### config.mk
export PLATFORM = sky130hd
export DESIGN_NAME = lru_page_replacement_flat
export DESIGN_NICKNAME = d
export VERILOG_FILES = /design/src/rtl/core/lrupr_pkg.sv /design/src/rtl/core/lrupr_if.sv /design/src/rtl/core/lrupr_cell.sv /design/src/rtl/core/lru_page_replacement.sv /design/src/flat_wrapper.sv
export SDC_FILE = /design/constraint.sdc
export NUM_CORES = 1
export LEC_CHECK = 0
export ABC_CLOCK_PERIOD_IN_PS = 11800
export BUFFER_PORTS_ARGS = -buffer_cell sky130_fd_sc_hd__buf_2
export CAP_MARGIN = 20
export CORE_MARGIN = 2
export CORE_UTILIZATION = 40
export CTS_BUF_LIST = sky130_fd_sc_hd__clkbuf_8
export CTS_CLUSTER_DIAMETER = 60
export DETAILED_ROUTE_END_ITERATION = 12
export SLEW_MARGIN = 15
export SYNTH_ARGS = -nofsm -noshare
export SYNTH_HDL_FRONTEND = slang
export SYNTH_SLANG_ARGS = --single-unit
### constraint.sdc
create_clock -name clock -period 11.8 [get_ports clock]
set_input_delay 2.36 -clock clock [delete_from_list [all_inputs] [get_ports clock]]
set_output_delay 2.36 -clock clock [all_outputs]
set_load 0.1 [all_outputs]
### src/rtl/core/lrupr_pkg.sv
package lrupr_pkg;

   // Built number of page cells in the chain.
   localparam int MAX_SLOTS = 16;

   // Field widths.
   localparam int PAGE_W  = 32;
   localparam int COUNT_W = 32;
   localparam int CAP_W   = 5;

   // Occupancy must hold MAX_SLOTS itself; comparisons use the wider of the two.
   localparam int OCC_W = $clog2(MAX_SLOTS + 1);
   localparam int CMP_W = (OCC_W > CAP_W) ? OCC_W : CAP_W;

   localparam logic [CAP_W-1:0] CAP_RESET = CAP_W'(4);

   // Per-cell control, decoded once in the top level for every cell.
   typedef struct packed {
      logic load;        // a transaction is accepted this cycle
      logic valid;       // the cell holds a resident page
      logic below_top;   // the cell is below the most recent resident page
      logic write_here;  // the referenced page lands in this cell
      logic full_miss;   // miss with the cache full: every cell below the top shifts down
   } lrupr_ctrl_type;

endpackage

### src/rtl/core/lrupr_if.sv
// Reference channel.
interface lrupr_req_if;
   logic                          valid;
   logic                          ready;
   logic [lrupr_pkg::PAGE_W-1:0]  page_number;
   logic                          last_ref;

   modport source (output valid, output page_number, output last_ref, input ready);
   modport sink   (input valid, input page_number, input last_ref, output ready);
endinterface

// Result channel.
interface lrupr_rsp_if;
   logic                          valid;
   logic                          ready;
   logic                          hit;
   logic                          evicted_valid;
   logic [lrupr_pkg::PAGE_W-1:0]  evicted_page;
   logic [lrupr_pkg::COUNT_W-1:0] fault_total;
   logic [lrupr_pkg::COUNT_W-1:0] hit_total;
   logic                          is_last;

   modport source (output valid, output hit, output evicted_valid, output evicted_page,
                   output fault_total, output hit_total, output is_last, input ready);
   modport sink   (input valid, input hit, input evicted_valid, input evicted_page,
                   input fault_total, input hit_total, input is_last, output ready);
endinterface

// Configuration write channel for the cache size register.
interface lrupr_csr_if;
   logic                          valid;
   logic                          ready;
   logic [lrupr_pkg::CAP_W-1:0]   cache_size;

   modport source (output valid, output cache_size, input ready);
   modport sink   (input valid, input cache_size, output ready);
endinterface

### src/rtl/core/lrupr_cell.sv
// One slot of the recency stack. Lower cells hold less recent pages. The cell
// compares its page with the reference, passes the "match seen" flag upwards
// and, when told to shift, takes the page of its upper neighbour.
module lrupr_cell (
   input  logic                          clock,
   input  lrupr_pkg::lrupr_ctrl_type     ctrl,
   input  logic [lrupr_pkg::PAGE_W-1:0]  req_page,
   input  logic [lrupr_pkg::PAGE_W-1:0]  upper_page,
   input  logic                          seen_in,
   output logic                          seen_out,
   output logic [lrupr_pkg::PAGE_W-1:0]  page_out
);

   logic [lrupr_pkg::PAGE_W-1:0] page_ff;
   logic [lrupr_pkg::PAGE_W-1:0] page_in;
   logic                         match;
   logic                         shift;

   // A hit here, or in any cell below, means this cell lies at or above the hit.
   assign match    = ctrl.valid && (page_ff == req_page);
   assign seen_out = seen_in || match;
   assign shift    = (seen_out || ctrl.full_miss) && ctrl.below_top;
   assign page_out = page_ff;

   // Select the new content of the slot.
   always_comb begin
      if (ctrl.write_here) begin
         page_in = req_page;
      end else if (shift) begin
         page_in = upper_page;
      end else begin
         page_in = page_ff;
      end
   end

   always_ff @(posedge clock) begin
      if (ctrl.load) begin
         page_ff <= page_in;
      end
   end

endmodule

### src/rtl/core/lru_page_replacement.sv
// Channel | Direction | Handshake     | Payload
// req_bus | in        | valid / ready | page_number, last_ref
// rsp_bus | out       | valid / ready | hit, evicted_valid, evicted_page, fault_total,
//         |           |               | hit_total, is_last
// csr_bus | in        | valid / ready | cache_size
//
// One transaction a cycle while the output register can take it: every cell
// compares its page with the reference in parallel, and the chain shifts at the
// same clock edge that loads the result into the output register.
// The output register accepts a new reference whenever it is empty or being taken.
// Synchronous reset empties the stack, clears both totals and sets cache_size to 4;
// no transaction and no register write is taken while reset is high.
module lru_page_replacement (
   input  logic        clock,
   input  logic        reset,
   lrupr_req_if.sink   req_bus,
   lrupr_rsp_if.source rsp_bus,
   lrupr_csr_if.sink   csr_bus
);

   localparam int N = lrupr_pkg::MAX_SLOTS;

   logic [lrupr_pkg::CAP_W-1:0]   cap_ff;
   logic [lrupr_pkg::OCC_W-1:0]   occ_ff;
   logic [lrupr_pkg::OCC_W-1:0]   occ_in;
   logic [lrupr_pkg::OCC_W-1:0]   wr_pos;
   logic [lrupr_pkg::CMP_W-1:0]   eff_cap;
   logic [lrupr_pkg::COUNT_W-1:0] fault_ff;
   logic [lrupr_pkg::COUNT_W-1:0] fault_in;
   logic [lrupr_pkg::COUNT_W-1:0] hits_ff;
   logic [lrupr_pkg::COUNT_W-1:0] hits_in;

   logic                          rsp_valid_ff;
   logic                          rsp_hit_ff;
   logic                          rsp_ev_valid_ff;
   logic [lrupr_pkg::PAGE_W-1:0]  rsp_ev_page_ff;
   logic                          rsp_last_ff;

   logic                          accept;
   logic                          hit_any;
   logic                          full;
   logic                          full_miss;
   logic [N:0]                    seen;
   logic [lrupr_pkg::PAGE_W-1:0]  page_vec [N];
   lrupr_pkg::lrupr_ctrl_type     ctrl_vec [N];

   // Handshakes: the output register parts the two sides.
   assign req_bus.ready = !reset && (!rsp_valid_ff || rsp_bus.ready);
   assign csr_bus.ready = !reset;
   assign accept        = req_bus.valid && req_bus.ready;

   // Effective capacity: zero acts as one, anything above the built size as the size.
   always_comb begin
      if (cap_ff == '0) begin
         eff_cap = lrupr_pkg::CMP_W'(1);
      end else if (lrupr_pkg::CMP_W'(cap_ff) > lrupr_pkg::CMP_W'(N)) begin
         eff_cap = lrupr_pkg::CMP_W'(N);
      end else begin
         eff_cap = lrupr_pkg::CMP_W'(cap_ff);
      end
   end

   // Hit, fill state and the slot that receives the referenced page.
   assign hit_any   = seen[N];
   assign full      = lrupr_pkg::CMP_W'(occ_ff) >= eff_cap;
   assign full_miss = full && !hit_any;
   assign wr_pos    = (hit_any || full) ? occ_ff - lrupr_pkg::OCC_W'(1) : occ_ff;
   assign occ_in    = (hit_any || full) ? occ_ff : occ_ff + lrupr_pkg::OCC_W'(1);
   assign seen[0]   = 1'b0;

   // Saturating totals including this reference.
   assign fault_in = (!hit_any && (fault_ff != '1)) ? fault_ff + lrupr_pkg::COUNT_W'(1)
                                                     : fault_ff;
   assign hits_in  = (hit_any && (hits_ff != '1)) ? hits_ff + lrupr_pkg::COUNT_W'(1)
                                                   : hits_ff;

   // The chain of cells, least recent at index zero.
   for (genvar i = 0; i < N; i++) begin : g_cell
      logic [lrupr_pkg::PAGE_W-1:0] upper;

      if (i == N - 1) begin : g_top
         assign upper = '0;
      end else begin : g_mid
         assign upper = page_vec[i+1];
      end

      assign ctrl_vec[i].load       = accept;
      assign ctrl_vec[i].valid      = lrupr_pkg::OCC_W'(i) < occ_ff;
      assign ctrl_vec[i].below_top  = (lrupr_pkg::OCC_W'(i) + lrupr_pkg::OCC_W'(1)) < occ_ff;
      assign ctrl_vec[i].write_here = lrupr_pkg::OCC_W'(i) == wr_pos;
      assign ctrl_vec[i].full_miss  = full_miss;

      lrupr_cell u_cell (
         .clock      (clock),
         .ctrl       (ctrl_vec[i]),
         .req_page   (req_bus.page_number),
         .upper_page (upper),
         .seen_in    (seen[i]),
         .seen_out   (seen[i+1]),
         .page_out   (page_vec[i])
      );
   end

   // Control state, configuration and totals.
   always_ff @(posedge clock) begin
      if (reset) begin
         cap_ff       <= lrupr_pkg::CAP_RESET;
         occ_ff       <= '0;
         fault_ff     <= '0;
         hits_ff      <= '0;
         rsp_valid_ff <= 1'b0;
      end else begin
         if (csr_bus.valid && csr_bus.ready) begin
            cap_ff <= csr_bus.cache_size;
         end
         if (accept) begin
            occ_ff       <= occ_in;
            fault_ff     <= fault_in;
            hits_ff      <= hits_in;
            rsp_valid_ff <= 1'b1;
         end else if (rsp_bus.ready) begin
            rsp_valid_ff <= 1'b0;
         end
      end
   end

   // Result payload register.
   always_ff @(posedge clock) begin
      if (accept) begin
         rsp_hit_ff      <= hit_any;
         rsp_ev_valid_ff <= full_miss;
         rsp_ev_page_ff  <= full_miss ? page_vec[0] : '0;
         rsp_last_ff     <= req_bus.last_ref;
      end
   end

   assign rsp_bus.valid         = rsp_valid_ff;
   assign rsp_bus.hit           = rsp_hit_ff;
   assign rsp_bus.evicted_valid = rsp_ev_valid_ff;
   assign rsp_bus.evicted_page  = rsp_ev_page_ff;
   assign rsp_bus.fault_total   = fault_ff;
   assign rsp_bus.hit_total     = hits_ff;
   assign rsp_bus.is_last       = rsp_last_ff;

endmodule

### src/flat_wrapper.sv
// flat-port wrapper written by rule: the top's interface ports become plain ports
module lru_page_replacement_flat 
  (clock, reset, req_bus_valid, req_bus_page_number, req_bus_last_ref, req_bus_ready, rsp_bus_valid, rsp_bus_hit, rsp_bus_evicted_valid, rsp_bus_evicted_page, rsp_bus_fault_total, rsp_bus_hit_total, rsp_bus_is_last, rsp_bus_ready, csr_bus_valid, csr_bus_cache_size, csr_bus_ready);
  lrupr_req_if req_bus_i ();
  lrupr_rsp_if rsp_bus_i ();
  lrupr_csr_if csr_bus_i ();
  input  logic clock;
  input  logic reset;
  input wire logic [$bits(req_bus_i.valid)-1:0] req_bus_valid;
  input wire logic [$bits(req_bus_i.page_number)-1:0] req_bus_page_number;
  input wire logic [$bits(req_bus_i.last_ref)-1:0] req_bus_last_ref;
  output wire logic [$bits(req_bus_i.ready)-1:0] req_bus_ready;
  output wire logic [$bits(rsp_bus_i.valid)-1:0] rsp_bus_valid;
  output wire logic [$bits(rsp_bus_i.hit)-1:0] rsp_bus_hit;
  output wire logic [$bits(rsp_bus_i.evicted_valid)-1:0] rsp_bus_evicted_valid;
  output wire logic [$bits(rsp_bus_i.evicted_page)-1:0] rsp_bus_evicted_page;
  output wire logic [$bits(rsp_bus_i.fault_total)-1:0] rsp_bus_fault_total;
  output wire logic [$bits(rsp_bus_i.hit_total)-1:0] rsp_bus_hit_total;
  output wire logic [$bits(rsp_bus_i.is_last)-1:0] rsp_bus_is_last;
  input wire logic [$bits(rsp_bus_i.ready)-1:0] rsp_bus_ready;
  input wire logic [$bits(csr_bus_i.valid)-1:0] csr_bus_valid;
  input wire logic [$bits(csr_bus_i.cache_size)-1:0] csr_bus_cache_size;
  output wire logic [$bits(csr_bus_i.ready)-1:0] csr_bus_ready;
  assign req_bus_i.valid = req_bus_valid;
  assign req_bus_i.page_number = req_bus_page_number;
  assign req_bus_i.last_ref = req_bus_last_ref;
  assign req_bus_ready = req_bus_i.ready;
  assign rsp_bus_valid = rsp_bus_i.valid;
  assign rsp_bus_hit = rsp_bus_i.hit;
  assign rsp_bus_evicted_valid = rsp_bus_i.evicted_valid;
  assign rsp_bus_evicted_page = rsp_bus_i.evicted_page;
  assign rsp_bus_fault_total = rsp_bus_i.fault_total;
  assign rsp_bus_hit_total = rsp_bus_i.hit_total;
  assign rsp_bus_is_last = rsp_bus_i.is_last;
  assign rsp_bus_i.ready = rsp_bus_ready;
  assign csr_bus_i.valid = csr_bus_valid;
  assign csr_bus_i.cache_size = csr_bus_cache_size;
  assign csr_bus_ready = csr_bus_i.ready;
  lru_page_replacement u_core (.clock(clock), .reset(reset), .req_bus(req_bus_i), .rsp_bus(rsp_bus_i), .csr_bus(csr_bus_i));
endmodule
# --- After elaboration in Yosys (flattened, before gate mapping) ---
# Cells that the tools add are included.
op_classes:
  addsub: 4
  order_cmp: 19
  eq_ne: 33
  muxes: 37
  n_bitwise: 1
  reduce_logical: 112
op_table:
  columns: ["cell", "count"]
  rows:
  - ["$mux 32", 32]
  - ["$eq 32x32->1", 16]
  - ["$add 32x1->32 const B", 2]
  - ["$ne 32x32->1 const B", 2]
  - ["$eq 4x5->1 const A", 8]
  - ["$lt 4x5->1 const A", 8]
  - ["$logic_and 1x1->1", 38]
  - ["$reduce_and 2->1", 19]
  - ["$reduce_bool 2->1", 17]
  - ["$logic_or 1x1->1", 33]
  - ["$eq 3x5->1 const A", 4]
  - ["$lt 3x5->1 const A", 4]
  - ["$mux 5", 3]
  - ["$eq 2x5->1 const A", 2]
  - ["$logic_not 5->1", 2]
  - ["$lt 1x5->1 const A", 2]
  - ["$lt 2x5->1 const A", 2]
  - ["$add 5x1->5 const B", 1]
  - ["$eq 1x5->1 const A", 1]
  - ["$ge 5x5->1", 1]
  - ["$gt 5x5->1 const B", 1]
  - ["$lt 5x5->1 const A", 1]
  - ["$sub 5x1->5 const B", 1]
  - ["$logic_not 1->1", 3]
  - ["other kinds (2)", 3]
totals:
  reg_bits: 622
  word_cells: 231

# --- Longest topological paths before layout ---
# Gate-level depths: netlist of the first run.
logic_depth:
  word_depth: 23
  depth_mapped: 17

# --- Cells and area by module ---
# From an unflattened synthesis of the first run, not the netlist that was laid out.
hier_totals:
  hier_cells: 2511
  hier_area_um2: 33221.9
modules_own_cells:
  columns: ["module", "n_inst", "cells_per_inst", "area_per_inst_um2"]
  rows:
  - ["lrupr_cell", 16, 116, 1710.4]
  - ["lru_page_replacement", 1, 655, 5855.6]

# --- Worst setup path after synthesis of the first run ---
# Ideal clock, no wire load.
synth_timing:
  kind: "input port to flip-flop"
  startpoint: "input port req_bus_page_number[17]"
  endpoint: "register u_core.g_cell[9].u_cell.page_ff (netlist bit u_core.g_cell[9].u_cell.page_out[0]), enable pin"
  setup_ps: 432
  arrival_time_ps: 6386
  required_time_ps: 11368
  slack_ps: 4983
  stages: 13
  path_buffers: 3
  path_cell_list: "buf_4 -> xor2_1 -> or4_1 -> nor4_1 -> nand3_1 -> and4_1 -> and4_1 -> buf_6 -> nand2_4 -> a32o_2 -> o21ai_2 -> buf_2 -> a21oi_1"
synth_between:
  elab_chain_len: 23
  word_cells_on_any_way: 56
  classes_between: "eq/ne: 17; mux: 1; reduce/logical: 38"
synth_rtl:
  columns: ["element", "line_no", "source"]
  rows:
  - ["start, declared", "flat_wrapper.sv:10", "input wire logic [$bits(req_bus_i.page_number)-1:0] req_bus_page_number;"]
  - ["parallel branches: the longest is 21 deep, another holds $eq 32x32->1", null, null]
  - ["$reduce_bool 2->1 (no line) (*)", null, null]
  - ["$reduce_and 2->1 (no line) (*)", null, null]
  - ["end signal, assigned", "lrupr_cell.sv:38", "page_ff <= page_in;"]
  - ["end, declared", "lrupr_cell.sv:14", "logic [lrupr_pkg::PAGE_W-1:0] page_ff;"]
# Every way passes the cells marked *.
# A chain may end at the register's enable or synchronous reset.

# --- Final worst setup path of the first run ---
layout_timing:
  startpoint: "input port req_bus_page_number[7]"
  endpoint: "register u_core.g_cell[14].u_cell.page_ff (netlist bit u_core.g_cell[14].u_cell.page_out[22]), enable pin"
layout_between:
  elab_chain_len: 23
  word_cells_on_any_way: 56
  classes_between: "eq/ne: 17; mux: 1; reduce/logical: 38"
layout_rtl:
  columns: ["element", "line_no"]
  rows:
  - ["parallel branches: the longest is 21 deep, another holds $eq 32x32->1", null]
  - ["$reduce_bool 2->1 (no line) (*)", null]
  - ["$reduce_and 2->1 (no line) (*)", null]
  - ["end signal, assigned", "lrupr_cell.sv:38"]
  - ["end, declared", "lrupr_cell.sv:14"]
# Marked as above.

==> metrics.cfg, run 1 <==
[yosys]
ys_seq_elements = 622
synth_nets = 2862
synth_edf_count = 547
syn_area_mm2 = 0.0351
synth_top_area_share = 0.468
synth.top_cells.by_area = edfxtp_1 (47%), mux2_2 (8.8%), xnor2_1 (7.4%)
synth_commonest_cells = edfxtp_1 (547), xnor2_1 (296), mux2_2 (273)
yosysTopAreaCell = edfxtp_1
synthFlopType = edfxtp_1
synth-async-reset-ratio = 0
yosysMostFrequentCell = edfxtp_1
yosys.cell_types.count = 77
yosysWarnings = 0
yosysSeqAreaShare = 0.511
syn_avg_cell_area_um2 = 12.5
synth_cells = 2809

[sta]
rsz0062_at_grt = no
slew_viol_final = 0
fin_ws_ps = 4880
tightest_slew_ps = 1070
finalSetupViolCount = 0
slew_headroom = 0.287
min_period_ps = 6920
min_period_over_period = 0.587
fmax_ghz = 0.144
hold_violations = 0
worst_clock_skew_ps = 48.4
finalSetupTns_ps = 0

[clock_tree]
post_cts_buffers = 0
cts_buffers = 109
clock-sinks = 622
htree_levels = 3
cts_tree = built
worst_skew_pair.late_latency_ps = 770
cts_buffer_depth = 3
cts_hold_buf = 0
clockRootBuffer = clkbuf_8
clk_pin_slew_ps = 60
cts_resized = 0

[setup_path]
slowest_delay_ps = 1020
critPathBufInv = 3
path_cells = buf_2 -> buf_4 -> xnor2_1 -> nand4_1 -> nor4_1 -> nand2_1 -> nor4_2 -> or3_1 -> o311ai_1 -> o22ai_2 -> buf_4 -> nand2_2 -> a21oi_4
crit_path_end_kind = flop
cp_data_required_time_ps = 12160
arrival_ps = 7280
crit_family = simple AND/OR/NAND/NOR gates
critPathKind = input port to flop
path_common_cell = buf_4
critPathSlowestCell = a21oi_4
start_kind = input port
crit_fanout = 37

[route]
drtIter0Drc = 2510
ant_nets = 0
avgViaCountPerCell = 5.86
vias = 24300
drcViolationCount = 0
firstDrtPassIters = 7
wl_per_cell_um = 27.8
drt_wl_total_um = 115000

[job]
max_cap_viol_count = 0

[floorplanning]
ios = 145
die-area_mm2 = 0.0901
core_mm2 = 0.0869
fp.dieH_um = 300
rows = 108
initial_core_util = 0.404
die_w_um = 300

[layout]
seq_area_mm2 = 0.0179
num-fill-cells = 7891
syn_to_final_growth_pct = 10.7
final_area_mm2 = 0.0389
multi_input_area_mm2 = 0.0160
nets = 2959
drive_above_1_share = 0.228

[pwr]
vdd_drop_max_mv = 0.0771
power.density_mw_per_mm2 = 127
p_leak_nw = 13.2

[global_routing]
grt_max_degree = 83
antenna_found_initial = 3
grt_pass1_wl_um = 167000
grt_pass1_vias = 24200
grt_use_total = 0.252
gr-total-overflow = 0

[place]
port_buffers = 144
post-place-ws_ps = 4010
place_hpwl_um = 78100
placed_area_mm2 = 0.0366
routabilityCongestion = 0.944

[hold_path]
hold_class = flop to flop

[run_status]
status = completed

[per-layer routing]
layer,GRT usage,wire length (um),vias up
li1,-,-,10600
met3,0.0442,9450,233
met5,0,0,-
met2,0.391,51700,1226
met4,0.0802,3450,0
met1,0.356,50900,12200
[kinds of logic (layout without fill, tap and decap cells)]
kind of cell,Yosys count,count (layout),synth area share
AOI/OAI and AO/OA,150,150,0.0320
xor gates and xnor gates,524,524,0.131
adders and majority gates,10,10,0.00356
buffers and inverters,243,429,0.0395
DFF,622,622,0.511
muxes,506,506,0.162
other,0,4,0
and+or+nand+nor,754,754,0.121
[power breakdown]
group / switching [mW] / internal, mW
registers: 0.0185 / 2.41
logic: 0.363 / 0.163
clock network: 0.956 / 1.02
total: 1.34 / 3.58
[cells in the final DEF (no fill, tap or decap), types with 27 or more instances in the layout]
| master | n |
|---|---|
| a21oi_1 | 28 |
| and2_1 | 46 |
| and3_1 | 47 |
| buf_2 | 145 |
| buf_4 | 58 |
| clkbuf_8 | 112 |
| clkinv_1 | 27 |
| dfxtp_1 | 75 |
| edfxtp_1 | 547 |
| inv_1 | 51 |
| mux2_1 | 222 |
| mux2_2 | 273 |
| nand2_1 | 101 |
| nand3_1 | 60 |
| nand4_1 | 121 |
| nor2_1 | 108 |
| nor3_1 | 33 |
| nor4_1 | 108 |
| xnor2_1 | 296 |
| xor2_1 | 228 |
[layout make-up]
class | count | area share
diodes | 4 | 0.000258
clock buffers | 112 | 0.0397
clock inverters | 88 | 0.0142
inverters | 19 | 0.00183
multi-input cells | 1944 | 0.411
flip-flops and latches | 622 | 0.461
well taps | 1155 | 0.0372
repair buffers | 210 | 0.0348
[registers in the layout, summed over array words and instances (netlist names)]
name,flops
u_core.rsp_bus.fault_total,32
u_core.cap_ff,5
u_core.rsp_bus.valid,1
u_core.rsp_bus.is_last,1
u_core.rsp_bus.hit,1
u_core.g_cell.u_cell.page_out,512
u_core.rsp_bus.evicted_page,32
u_core.rsp_bus.hit_total,32
u_core.rsp_bus.evicted_valid,1
u_core.occ_ff,5
[worst paths after layout]
path / from / to / slack [ps] / depth (start not counted)
max: req_bus_page_number[7] / u_core.g_cell[14].u_cell.page_out[22] / 4880 / 13
min: u_core.rsp_bus.fault_total[9] / u_core.rsp_bus.fault_total[9] / 500 / 1
max reg2reg: u_core.occ_ff[0] / u_core.g_cell[14].u_cell.page_out[22] / 6140 / 13
min reg2reg: u_core.rsp_bus.fault_total[9] / u_core.rsp_bus.fault_total[9] / 500 / 1
[metrics by stage]
stage / power, mW / std cells / util / hold WS (ps)
global route: 5.07 / 4151 / 0.447 / 528
floorplan: 2.84 / 2809 / - / 461
CTS: 4.96 / 4142 / 0.445 / 499
finish: 4.92 / 4154 / 0.447 / 501
global placement: 2.98 / 3942 / 0.421 / 472
detailed placement: 2.98 / 3942 / 0.421 / 490
Power figures use the tool's default switching activity.
==> run 2: changes to the inputs <==
ABC_AREA = 1   (was not set)
ABC_CLOCK_PERIOD_IN_PS = 6600   (was 11800)
clock period = 6.6 ns   (was 11.8 ns; I/O delays follow)
==> run 2 against run 1 <==
  * Highest routed layer is now met5
  * Wire length up 36%
  * Final cell count increased by 46%
  * Area after synthesis up 6.3%
  * Clock power increased by 74%
  * Synthesized cell count increased by 64%
  * Count of clock-buffer cells in the layout is 5 higher
  * Critical path type unchanged
  * Design area grew 7.2%
  * Hold slack got worse by 27 ps
==> metrics.cfg, run 2 <==
[place]
port_buffers = 144  ; unchanged
routabilityCongestion = 1.03  ; +8.8%
post-place-ws_ps = 608  ; -3410 ps
place_hpwl_um = 116000  ; +49%

[setup_path]
critPathSlowestCell = buf_4
arrival_ps = 5780  ; -1500 ps
crit_path_end_kind = flop
rr_startpoint = u_core.occ_ff[3]
cp_data_required_time_ps = 6980  ; -5180 ps
crit_family = simple AND/OR/NAND/NOR gates
start_kind = input port
slowest_delay_ps = 420  ; -600 ps
critPathKind = input port to flop
path_common_cell = nand2_1
worstSetupStartpoint = req_bus_page_number[24]
crit_fanout = 34  ; -8.1%
critPathBufInv = 6  ; +3

[layout]
final_cell_mix = nand2_1 (1511), edfxtp_1 (547), nand3_1 (445)
num-fill-cells = 9322  ; +18%
multi_input_area_mm2 = 0.0171  ; +7.0%
syn_to_final_growth_pct = 11.7
seq_area_mm2 = 0.0179  ; unchanged
drive_above_1_share = 0.126  ; -0.102
layout_commonest_cell = nand2_1
post-route-util = 0.449  ; +0.00131
nets = 4787  ; +62%
largest_reg_flops = 512  ; unchanged

[yosys]
synth_commonest_cells = nand2_1 (1516), edfxtp_1 (547), nand3_1 (445)
synth.top_cells.by_area = edfxtp_1 (44%), nand2_1 (15%), nand3_1 (6.0%)
yosysWarnings = 0  ; unchanged
yosysMostFrequentCell = nand2_1
yosysTopAreaCell = edfxtp_1
yosys.cell_types.count = 48  ; -38%
synth_cells = 4609  ; +64%
yosysSeqAreaShare = 0.480  ; -0.0302
syn_area_mm2 = 0.0373  ; +6.3%
synth_edf_count = 547  ; unchanged
synth_nets = 4662  ; +63%
syn_avg_cell_area_um2 = 8.09  ; -35%
synthFlopType = edfxtp_1
synth-async-reset-ratio = 0  ; unchanged
ys_seq_elements = 622  ; unchanged
synth_top_area_share = 0.440  ; -0.0277

[sta]
finalSetupTns_ps = 0  ; unchanged
tightest_slew_ps = 1090  ; +22.6 ps
hold_violations = 0  ; unchanged
rsz0062_at_grt = no
worst_clock_skew_ps = 58.1  ; +9.69 ps
min_period_ps = 5400
fin_ws_ps = 1200  ; -3680 ps
slew_viol_final = 0  ; unchanged
min_period_over_period = 0.819
finalSetupViolCount = 0  ; unchanged
slew_headroom = 0.270  ; -0.0177
fmax_ghz = 0.185

[clock_tree]
cts_buffer_depth = 3  ; unchanged
post_cts_buffers = 0  ; unchanged
cts_resized = 0  ; unchanged
htree_levels = 3  ; unchanged
worst_skew_pair.late_latency_ps = 780  ; about the same
cts_hold_buf = 0  ; unchanged
clk_pin_slew_ps = 70  ; about the same
cts_buffers = 106  ; -2.8%
clockRootBuffer = clkbuf_8
cts_tree = built
clock-sinks = 622  ; unchanged

[pwr]
swShare = 0.315  ; +0.0429
combPwrFrac = 0.175  ; +0.068
vdd_drop_max_mv = 0.152  ; +98%
p_switching_mw = 2.99  ; +120%
p_clk_frac = 0.360  ; -0.041
intPower_mw = 6.52  ; +82%
seqPwrFrac = 0.466  ; -0.027
power.density_mw_per_mm2 = 228  ; +80%
p_leak_nw = 17.1  ; +30%

[global_routing]
gr-total-overflow = 0  ; unchanged
grt_use_total = 0.323  ; +0.0719
antenna_found_initial = 5  ; +2
grt_max_degree = 96  ; +16%
grt_pass1_vias = 31400  ; +30%
grt_pass1_wl_um = 223000  ; +33%

[route]
firstDrtPassIters = 7  ; unchanged
ant_nets = 0  ; unchanged
wl_per_cell_um = 25.8  ; -7.0%
vias = 34200  ; +40%
drtIter0Drc = 5053  ; +100%
drcViolationCount = 0  ; unchanged
drt_wl_total_um = 157000  ; +36%
avgViaCountPerCell = 5.62  ; -4.0%

[floorplanning]
die_w_um = 309  ; +3.1%
core_mm2 = 0.0929  ; +6.9%
ios = 145  ; unchanged
rows = 112  ; +3.7%
fp.dieH_um = 309  ; +3.1%
die-area_mm2 = 0.0957  ; +6.2%
initial_core_util = 0.402  ; -0.00241

[run_status]
status = completed

[hold_path]
hp-start = u_core.rsp_bus.fault_total[4]
hold_class = flop to flop

[job]
max_cap_viol_count = 0  ; unchanged

-- run 2: changes by cell type in the layout (fill, tap and decap cells not counted), sizes merged, moves of 41 or more --
cell | before | now
nand3 | 60 | 445
xnor2 | 296 | 253
mux2 | 496 | 0
o21ai | 31 | 186
nand2 | 108 | 1518
nand4 | 121 | 166
or2 | 8 | 106
xor2 | 228 | 92
nor4 | 111 | 70
inv | 57 | 315
nor2 | 110 | 331
buf | 210 | 297
-- run 2: path summary, 6_finish.rpt --
check / slack [ps] / end / depth (start not counted)
hold / removal: 470 / u_core.rsp_bus.fault_total[4] / 2
hold reg to reg: 470 / u_core.rsp_bus.fault_total[4] / 2
setup reg to reg: 1350 / u_core.g_cell[1].u_cell.page_out[10] / 21
setup / recovery: 1200 / u_core.g_cell[1].u_cell.page_out[10] / 26
-- run 2: cell type report --
class	instances	area share
Antenna cell	5	0.000300
Clock buffer	117	0.0386
Clock inverter	77	0.00994
Inverter	284	0.0256
Multi-Input combinational cell	3423	0.410
Sequential cell	622	0.430
Tap cell	1254	0.0376
Timing Repair Buffer	297	0.0481
-- run 2: metal layers --
layer,global-route usage,share of wire
met1,0.456,0.42
met2,0.470,0.42
met3,0.0749,0.11
met4,0.149,0.048
met5,0,0.00022
-- run 2: kinds of logic after synthesis --
logic type               share of synthesized area
buffers and inverters                       0.0660
AO/OA/AOI/OAI                               0.0418
AND/OR/NAND/NOR                              0.327
flip-flops                                   0.480
adder cells (fa/ha/maj)                    0.00335
XOR/XNOR                                    0.0810
-- run 2: per-stage QoR --
| step | power, mW | hold WS (ps) | cells | area (um^2) |
|---|---|---|---|---|
| final | 9.51 | 475 | 6079 | 41700 |
| after global routing | 9.82 | 492 | 6076 | 41700 |
| after CTS | 9.51 | 473 | 6074 | 41700 |
| after detailed placement | 6.12 | 462 | 5880 | 39600 |
| after global placement | 6.12 | 452 | 5880 | 39600 |
| after floorplan | 5.58 | 452 | 4609 | 37300 |
-- run 2: power by group through the flow --
| stage | clock, mW | combinational, mW | sequential [mW] |
|---|---|---|---|
| floorplan | 0 | 0.999 | 4.58 |
| global placement | 0 | 1.61 | 4.51 |
| detailed placement | 0 | 1.61 | 4.51 |
| CTS | 3.47 | 1.61 | 4.43 |
| global route | 3.62 | 1.77 | 4.43 |
| finish | 3.42 | 1.66 | 4.43 |
-- run 2: tightest hold or removal path, cell delays in order (launching register included) --
cell,delay [ps]
dfxtp_1,330
inv_1,50
a21oi_1,50
